**src/rtl/core/bdlp_pkg.sv**
```systemverilog
// Shared types and constants for the button debouncer with long-press detection and beeper.
// Used by bdlp_step and button_debounce_long_press_beeper. No dependencies.
`default_nettype none

package bdlp_pkg;

    localparam int STABLE_SAMPLES_DEF = 4;

    localparam int HOLD_W = 16;
    localparam int TICK_W = 10;
    localparam int CFG_ADDR_W = 8;
    localparam int CFG_DATA_W = 16;

    localparam logic [TICK_W-1:0] TICK_PERIOD_RST = TICK_W'(10);
    localparam logic [HOLD_W-1:0] LONG_PRESS_RST = HOLD_W'(1000);
    localparam logic [HOLD_W-1:0] HOLD_CONTINUE_LIMIT = HOLD_W'(60000);
    localparam logic [HOLD_W-1:0] HOLD_MAX = '1;

    // Configuration register indexes.
    localparam logic [CFG_ADDR_W-1:0] CFG_TICK_PERIOD = CFG_ADDR_W'(0);
    localparam logic [CFG_ADDR_W-1:0] CFG_LONG_PRESS = CFG_ADDR_W'(1);

    // Item kinds carried on s_tuser.
    localparam logic ACT_TICK = 1'b0;
    localparam logic ACT_BEEP = 1'b1;

    typedef struct packed {
        logic              pressed;
        logic              long_done;
        logic [HOLD_W-1:0] hold_count;
        logic [HOLD_W-1:0] last_hold;
        logic [HOLD_W-1:0] beep_left;
        logic              buzzer;
    } ctrl_state_t;

    // Packed so that is_pressed sits in the lowest bit.
    typedef struct packed {
        logic              buzzer_on;
        logic [HOLD_W-1:0] released_hold_ms;
        logic              release_event;
        logic              long_event;
        logic              short_event;
        logic [HOLD_W-1:0] hold_time_ms;
        logic              is_pressed;
    } result_t;

    localparam int RESULT_W = $bits(result_t);

endpackage

`default_nettype wire

```
**src/rtl/core/button_debounce_long_press_beeper.sv**
```systemverilog
// Top level of the button debouncer with long-press detection and timed beeper.
// Depends on bdlp_pkg and bdlp_step.
//
//  Channel  | Direction | Payload
//  ---------+-----------+-----------------------------------------------------
//  s_axis   | in        | tuser: action; tdata: raw_level, beep_duration_ms
//  m_axis   | out       | tdata: is_pressed .. buzzer_on (one result per item)
//  cfg      | in        | cfg_addr: register index; cfg_data: value
//
// One item is taken per clock cycle while a stalled m_tready does not hold the block.
// An item moves from the input register into the result register, and its result is
// offered on m_axis from the result register.
// The single state update per item, computed by bdlp_step, allows that rate.
// aresetn is synchronous and active low; it clears the item state to zero and
// returns the configuration registers to their defaults.
// A stalled m_tready holds the result register, then the input register.
`default_nettype none

module button_debounce_long_press_beeper #(
    parameter int STABLE_SAMPLES = bdlp_pkg::STABLE_SAMPLES_DEF
) (
    input  wire logic                              aclk,
    input  wire logic                              aresetn,
    input  wire logic                              s_tvalid,
    output logic                                   s_tready,
    input  wire logic [23:0]                       s_tdata,  // raw_level, beep_duration_ms, pad
    input  wire logic                              s_tuser,  // action
    output logic                                   m_tvalid,
    input  wire logic                              m_tready,
    // is_pressed, hold_time_ms, short_event, long_event, release_event,
    // released_hold_ms, buzzer_on, pad
    output logic [39:0]                            m_tdata,
    input  wire logic                              cfg_valid,
    output logic                                   cfg_ready,
    input  wire logic [bdlp_pkg::CFG_ADDR_W-1:0]   cfg_addr,
    input  wire logic [bdlp_pkg::CFG_DATA_W-1:0]   cfg_data
);

    logic                               in_valid_reg;
    logic                               in_action_reg;
    logic                               in_raw_reg;
    logic [bdlp_pkg::HOLD_W-1:0]        in_dur_reg;
    logic                               out_valid_reg;
    bdlp_pkg::result_t                  out_reg;
    logic [STABLE_SAMPLES-1:0]          hist_reg;
    logic [STABLE_SAMPLES-1:0]          hist_next;
    bdlp_pkg::ctrl_state_t              st_reg;
    bdlp_pkg::ctrl_state_t              st_next;
    bdlp_pkg::result_t                  result_next;
    logic [bdlp_pkg::TICK_W-1:0]        tick_period_reg;
    logic [bdlp_pkg::HOLD_W-1:0]        long_press_reg;
    logic                               advance;

    assign advance = in_valid_reg && (!out_valid_reg || m_tready);
    assign s_tready = !in_valid_reg || advance;
    assign cfg_ready = 1'b1;
    assign m_tvalid = out_valid_reg;
    assign m_tdata = {(40 - bdlp_pkg::RESULT_W)'(0), out_reg};

    always_ff @(posedge aclk) begin
        if (!aresetn) begin
            tick_period_reg <= bdlp_pkg::TICK_PERIOD_RST;
            long_press_reg <= bdlp_pkg::LONG_PRESS_RST;
        end else if (cfg_valid && cfg_ready) begin
            if (cfg_addr == bdlp_pkg::CFG_TICK_PERIOD) begin
                tick_period_reg <= cfg_data[bdlp_pkg::TICK_W-1:0];
            end else if (cfg_addr == bdlp_pkg::CFG_LONG_PRESS) begin
                long_press_reg <= cfg_data;
            end
        end
    end

    always_ff @(posedge aclk) begin
        if (!aresetn) begin
            in_valid_reg <= 1'b0;
        end else if (s_tready) begin
            in_valid_reg <= s_tvalid;
        end
    end

    always_ff @(posedge aclk) begin
        if (s_tvalid && s_tready) begin
            in_action_reg <= s_tuser;
            in_raw_reg <= s_tdata[0];
            in_dur_reg <= s_tdata[16:1];
        end
    end

    bdlp_step #(
        .STABLE_SAMPLES(STABLE_SAMPLES)
    ) u_step (
        .action          (in_action_reg),
        .raw_level       (in_raw_reg),
        .beep_duration_ms(in_dur_reg),
        .tick_period_ms  (tick_period_reg),
        .long_press_ms   (long_press_reg),
        .hist            (hist_reg),
        .st              (st_reg),
        .hist_next       (hist_next),
        .st_next         (st_next),
        .result          (result_next)
    );

    always_ff @(posedge aclk) begin
        if (!aresetn) begin
            hist_reg <= '0;
            st_reg <= '0;
            out_valid_reg <= 1'b0;
        end else begin
            if (advance) begin
                hist_reg <= hist_next;
                st_reg <= st_next;
                out_valid_reg <= 1'b1;
            end else if (m_tready) begin
                out_valid_reg <= 1'b0;
            end
        end
    end

    always_ff @(posedge aclk) begin
        if (advance) begin
            out_reg <= result_next;
        end
    end

`ifndef SYNTHESIS
    // A press cannot end both as a short and as a long press.
    assert property (@(posedge aclk) disable iff (!aresetn)
        out_valid_reg |-> !(out_reg.short_event && out_reg.long_event))
        else $error("short and long event in the same result");

    // A short event only comes with the release that ends the press.
    assert property (@(posedge aclk) disable iff (!aresetn)
        (out_valid_reg && out_reg.short_event) |-> out_reg.release_event)
        else $error("short event without release event");

    // After a release the debounced state must read as not pressed.
    assert property (@(posedge aclk) disable iff (!aresetn)
        (out_valid_reg && out_reg.release_event) |-> !out_reg.is_pressed)
        else $error("release event while still pressed");

    // A stalled result must not be overwritten by a new one.
    assert property (@(posedge aclk) disable iff (!aresetn)
        (out_valid_reg && !m_tready) |=> (out_valid_reg && $stable(out_reg)))
        else $error("stalled result changed");
`endif

endmodule

`default_nettype wire

```
**src/rtl/core/bdlp_step.sv**
```systemverilog
// Next-state and result logic for one item of the debouncer and beeper.
// Depends on bdlp_pkg.
`default_nettype none

module bdlp_step #(
    parameter int STABLE_SAMPLES = bdlp_pkg::STABLE_SAMPLES_DEF
) (
    input  wire logic                            action,
    input  wire logic                            raw_level,
    input  wire logic [bdlp_pkg::HOLD_W-1:0]     beep_duration_ms,
    input  wire logic [bdlp_pkg::TICK_W-1:0]     tick_period_ms,
    input  wire logic [bdlp_pkg::HOLD_W-1:0]     long_press_ms,
    input  wire logic [STABLE_SAMPLES-1:0]       hist,
    input  wire bdlp_pkg::ctrl_state_t           st,
    output logic      [STABLE_SAMPLES-1:0]       hist_next,
    output bdlp_pkg::ctrl_state_t                st_next,
    output bdlp_pkg::result_t                    result
);

    logic [STABLE_SAMPLES-1:0] shifted;
    logic [bdlp_pkg::HOLD_W:0] hold_sum;
    logic [bdlp_pkg::HOLD_W-1:0] hold_sat;
    logic [bdlp_pkg::HOLD_W-1:0] tick_ext;
    logic ev_short;
    logic ev_long;
    logic ev_release;

    assign shifted = {hist[STABLE_SAMPLES-2:0], raw_level};
    assign tick_ext = bdlp_pkg::HOLD_W'(tick_period_ms);
    assign hold_sum = {1'b0, st.hold_count} + {1'b0, tick_ext};
    assign hold_sat = hold_sum[bdlp_pkg::HOLD_W] ? bdlp_pkg::HOLD_MAX
                                                 : hold_sum[bdlp_pkg::HOLD_W-1:0];

    always_comb begin
        hist_next = hist;
        st_next = st;
        ev_short = 1'b0;
        ev_long = 1'b0;
        ev_release = 1'b0;

        if (action == bdlp_pkg::ACT_BEEP) begin
            st_next.beep_left = beep_duration_ms;
            if (beep_duration_ms != '0) begin
                st_next.buzzer = 1'b1;
            end
        end else begin
            hist_next = shifted;
            if (&shifted) begin
                if (!st.pressed) begin
                    st_next.pressed = 1'b1;
                    st_next.hold_count = '0;
                    st_next.long_done = 1'b0;
                end else if (!st.long_done) begin
                    st_next.hold_count = hold_sat;
                    if (hold_sat >= long_press_ms) begin
                        ev_long = 1'b1;
                        st_next.long_done = 1'b1;
                    end
                end else if (st.hold_count < bdlp_pkg::HOLD_CONTINUE_LIMIT) begin
                    st_next.hold_count = hold_sat;
                end
            end else if (shifted == '0 && st.pressed) begin
                st_next.last_hold = st.hold_count;
                ev_release = 1'b1;
                ev_short = !st.long_done;
                st_next.pressed = 1'b0;
                st_next.hold_count = '0;
                st_next.long_done = 1'b0;
            end

            // The beep countdown runs on ticks only and stops at zero.
            if (st.beep_left != '0) begin
                if (st.beep_left <= tick_ext) begin
                    st_next.beep_left = '0;
                    st_next.buzzer = 1'b0;
                end else begin
                    st_next.beep_left = st.beep_left - tick_ext;
                    st_next.buzzer = 1'b1;
                end
            end
        end
    end

    always_comb begin
        result.is_pressed = st_next.pressed;
        result.hold_time_ms = st_next.hold_count;
        result.short_event = ev_short;
        result.long_event = ev_long;
        result.release_event = ev_release;
        result.released_hold_ms = st_next.last_hold;
        result.buzzer_on = st_next.buzzer;
    end

endmodule

`default_nettype wire

```
**config.mk**
```make
export PLATFORM = sky130hd
export DESIGN_NAME = button_debounce_long_press_beeper
export DESIGN_NICKNAME = d
export VERILOG_FILES = /design/src/rtl/core/bdlp_pkg.sv /design/src/rtl/core/button_debounce_long_press_beeper.sv /design/src/rtl/core/bdlp_step.sv
export SDC_FILE = /design/constraint.sdc
export NUM_CORES = 1
export LEC_CHECK = 0
export BUFFER_PORTS_ARGS = -buffer_cell sky130_fd_sc_hd__buf_4
export CAP_MARGIN = 20
export CELL_PAD_IN_SITES_DETAIL_PLACEMENT = 1
export CELL_PAD_IN_SITES_GLOBAL_PLACEMENT = 1
export CORE_ASPECT_RATIO = 1.2
export CORE_MARGIN = 5
export CORE_UTILIZATION = 49
export CTS_BUF_LIST = sky130_fd_sc_hd__clkbuf_8
export CTS_CLUSTER_DIAMETER = 120
export CTS_CLUSTER_SIZE = 40
export DETAILED_ROUTE_END_ITERATION = 16
export GPL_TIMING_DRIVEN = 0
export PLACE_DENSITY_LB_ADDON = 0.1
export SYNTH_ARGS = -nofsm -noshare
export SYNTH_HDL_FRONTEND = slang
export SYNTH_SLANG_ARGS = --single-unit
```
**constraint.sdc**
```tcl
create_clock -name aclk -period 10.55 [get_ports aclk]
set_input_delay 1.055 -clock aclk [delete_from_list [all_inputs] [get_ports aclk]]
set_output_delay 1.055 -clock aclk [all_outputs]
set_load 0.05 [all_outputs]
```
==> flow_metrics.py <==
metrics = {
    "outcome": {
        "outcome": "finished, final reports clean",
    },
    "critical_path": {
        "reg2reg_to": "m_tdata[18]$_SDFFCE_PP0P_",
        "cp.arrival_ns": 4.59,
        "cp_cell_sequence": "ha_1, fa_1, a21oi_1, o211ai_1, o41ai_2, o21a_1, buf_2, nor2_2, nor2_1, ha_1, nand2b_1, a21o_1, a21o_1, a211oi_1, o21ai_0, a31oi_1, nor3_1",
        "required_ns": 10.74,
        "rrSetupSlack_ns": 6.15,
        "startpoint": "st_reg[33]$_SDFFE_PN0P_",
        "endpoint": "m_tdata[18]$_SDFFCE_PP0P_",
        "timing.rr.start": "st_reg[33]$_SDFFE_PN0P_",
        "worst_path_max_delay_cell": "fa_1",
        "worstPathMaxFanout": 10,
        "endpoint_kind": "flip-flop",
        "critPathKind": "reg2reg",
        "worstRegToRegCells": 17,
        "cp-start-kind": "flip-flop",
        "slowest_delay_ns": 0.42,
    },
    "grt": {
        "grtUsageTotal": 0.261,
        "grt_use_met1": 0.275,
        "gr-usage-met2": 0.496,
        "grt_pass1_wl_um": 35000,
        "grt_pass1_vias": 6831,
        "antenna_found_initial": 0,
        "grt_start_max_net_pins": 43,
        "grt_overflow": 0,
        "grt.busiest_layer": "met2",
        "grt_use_met3": 0.0498,
    },
    "sta": {
        "fmax_mhz": 227,
        "skew_ns": 0.00655,
        "period_share": 0.417,
        "fin_tns_setup_ns": 0,
        "rsz0062_at_grt": "no",
        "post-route-min-period_ns": 4.40,
        "worst_pin_slew_ns": 0.969,
        "setup_viol": 0,
        "drv_slew": 0,
        "finalHoldViolCount": 0,
        "slew_headroom": 0.349,
    },
    "detailed_routing": {
        "vias": 6321,
        "wl_um": 21600,
        "via_per_inst": 5.81,
        "drtPass1Iterations": 4,
        "final_antenna_net_count": 0,
        "avgRoutedWirePerCell_um": 19.9,
        "drt_iter0_markers": 302,
        "route.detailed.drc": 0,
    },
    "synthesis": {
        "postSynthAreaPerCell_sq_um": 8.93,
        "yosys_warnings": 0,
        "yosysSeqAreaShare": 0.465,
        "syn_area_sq_um": 7080,
        "yosys.cell_types.count": 65,
        "ys_async_sr_fraction": 0,
        "synth_cells": 793,
        "synthFlopType": "dfxtp_1",
        "yosys_register_bits": 137,
        "synth_edf_count": 55,
    },
    "final_layout": {
        "nNetsFinal": 992,
        "fillers": 1718,
        "area_growth_pct": 19.0,
        "antenna_cells": 0,
        "largest_reg_flops": 51,
        "layout-drive-gt1-share": 0.162,
    },
    "clock_network": {
        "clkLatencyLatePin_ns": 0.45,
        "post_cts.repair.setup_buffers": 0,
        "cts-root-buf": "clkbuf_8",
        "max-clock-path-buffers": 2,
        "cts_hold_buf": 0,
        "cts.clk_slew.worst_paths_ns": 0.08,
        "ctsResizeCount": 0,
        "cts.sinks": 137,
        "cts_buffers": 17,
        "cts_tree": "yes",
        "cts_max_level": 4,
    },
    "placed_design": {
        "hpwl_um": 16700,
        "io_buffers": 85,
        "gp_congestion": 0.937,
    },
    "flow_run": {
        "maxCapViolations": 0,
    },
    "pwr": {
        "powerDensity_nw_per_um2": 149,
        "vdd_drop_max_mv": 0.0970,
        "power_leakage_nw": 3.56,
        "power.total_mw": 1.25,
    },
    "die": {
        "die_w_um": 120,
        "row_count": 48,
        "die_h_um": 142,
        "io_pins": 97,
        "start_util": 0.496,
        "core_sq_um": 14300,
        "dieArea_sq_um": 17000,
    },
    "hold_path": {
        "min_path_type": "reg2reg",
        "min_from": "st_reg[31]$_SDFFE_PN0P_",
    },
}
## power breakdown
part,internal [mW],leakage [nW],switching [mW]
registers,0.567,1.18,0.0114
clock network,0.282,0.228,0.207
logic,0.0651,2.15,0.120
total,0.915,3.56,0.339
## critical path: cells and delay by family (launching register included)
kind                       cells  cell delay [ns]
AOI/OAI and AO/OA              9             2.04
buffers and inverters          1             0.24
and+or+nand+nor                4             0.56
adders and majority gates      3             0.93
DFF                            1             0.35
## cell usage after synthesis, drive strengths merged, types with 7 or more instances
library cell	number	area [sq um]
o21ai	64	320
inv	45	169
nand4	8	50.1
a21oi	67	335
o31ai	9	67.6
a211oi	7	57.6
nor4	11	68.8
clkbuf	16	61.3
ha	36	450
nand3	15	75.1
nor2	67	256
nand2	143	537
nor3	15	75.1
xnor2	10	87.6
edfxtp	55	1650
mux2i	28	280
a21o	13	97.6
dfxtp	82	1640
buf	17	95.1
## worst min-delay path by stage
stage,to,depth (start not counted)
2_1_floorplan,st_reg[17]$_SDFFE_PN0P_,2
3_3_place_gp,st_reg[19]$_SDFFE_PN0P_,2
3_5_place_dp,st_reg[32]$_SDFFE_PN0P_,2
4_1_cts,st_reg[32]$_SDFFE_PN0P_,2
5_1_grt,st_reg[26]$_SDFFE_PN0P_,2
6_report,st_reg[31]$_SDFFE_PN0P_,2
## cell usage in the layout (no fill, tap or decap), drive strengths merged, types with 3 or more instances in the layout
master / Yosys / routed
nand2: 143 / 143
nor2: 67 / 67
ha: 36 / 36
mux2i: 28 / 28
o31ai: 9 / 9
conb: 2 / 4
o21ai: 64 / 64
edfxtp: 55 / 55
or2: 5 / 5
or3: 3 / 3
nor2b: 5 / 5
nand3: 15 / 15
a32oi: 4 / 4
dfxtp: 82 / 82
clkbuf: 16 / 37
o21a: 5 / 5
and3: 5 / 5
inv: 45 / 45
a21o: 13 / 13
a31oi: 5 / 5
o22ai: 5 / 5
nor3: 15 / 15
xnor2: 10 / 10
o311ai: 3 / 3
nand2b: 5 / 5
clkinv: 0 / 5
o211ai: 3 / 3
bufinv: 0 / 4
nor4: 11 / 11
buf: 17 / 103
a211oi: 7 / 7
nand4: 8 / 8
a21oi: 67 / 67
o31a: 5 / 5
a22oi: 5 / 5
## final cells by class
class	count	area, sq um	share of cell area
Clock buffer	21	289	0.0343
Sequential cell	137	3290	0.391
Clock inverter	11	168	0.0199
Multi-Input combinational cell	580	3470	0.412
Tap cell	175	219	0.0260
Timing Repair Buffer	86	658	0.0781
Buffer	33	158	0.0187
Inverter	45	169	0.0200
## logic make-up (layout without fill, tap and decap cells)
| kind of cell | count (synthesis) | after routing | synth area share |
|---|---|---|---|
| AO/OA/AOI/OAI | 210 | 210 | 0.186 |
| XOR/XNOR | 12 | 12 | 0.0148 |
| adder cells (fa/ha/maj) | 38 | 38 | 0.0692 |
| buffers and inverters | 78 | 196 | 0.0459 |
| flip-flops | 137 | 137 | 0.465 |
| multiplexers | 29 | 29 | 0.0412 |
| other | 2 | 4 | 0.00106 |
| AND/OR/NAND/NOR | 287 | 287 | 0.177 |
## metrics by stage
stage               worst slack (ns)  cell area (sq um)   util  cells  hold slack, ns
finish                          6.15               8430  0.589   1088           0.458
global route                    5.82               8430  0.589   1088           0.481
CTS                             6.18               8430  0.589   1088           0.458
detailed placement              6.19               7970  0.558   1056           0.447
global placement                6.27               7950  0.556   1055           0.441
floorplan                       6.98               7090      -    795           0.437
## routing by layer
metal,vias up,wire [um]
met5,-,0
met4,0,791
met3,45,857
met2,162,11700
met1,3084,8270
li1,3030,-
Power figures use the tool's default switching activity.
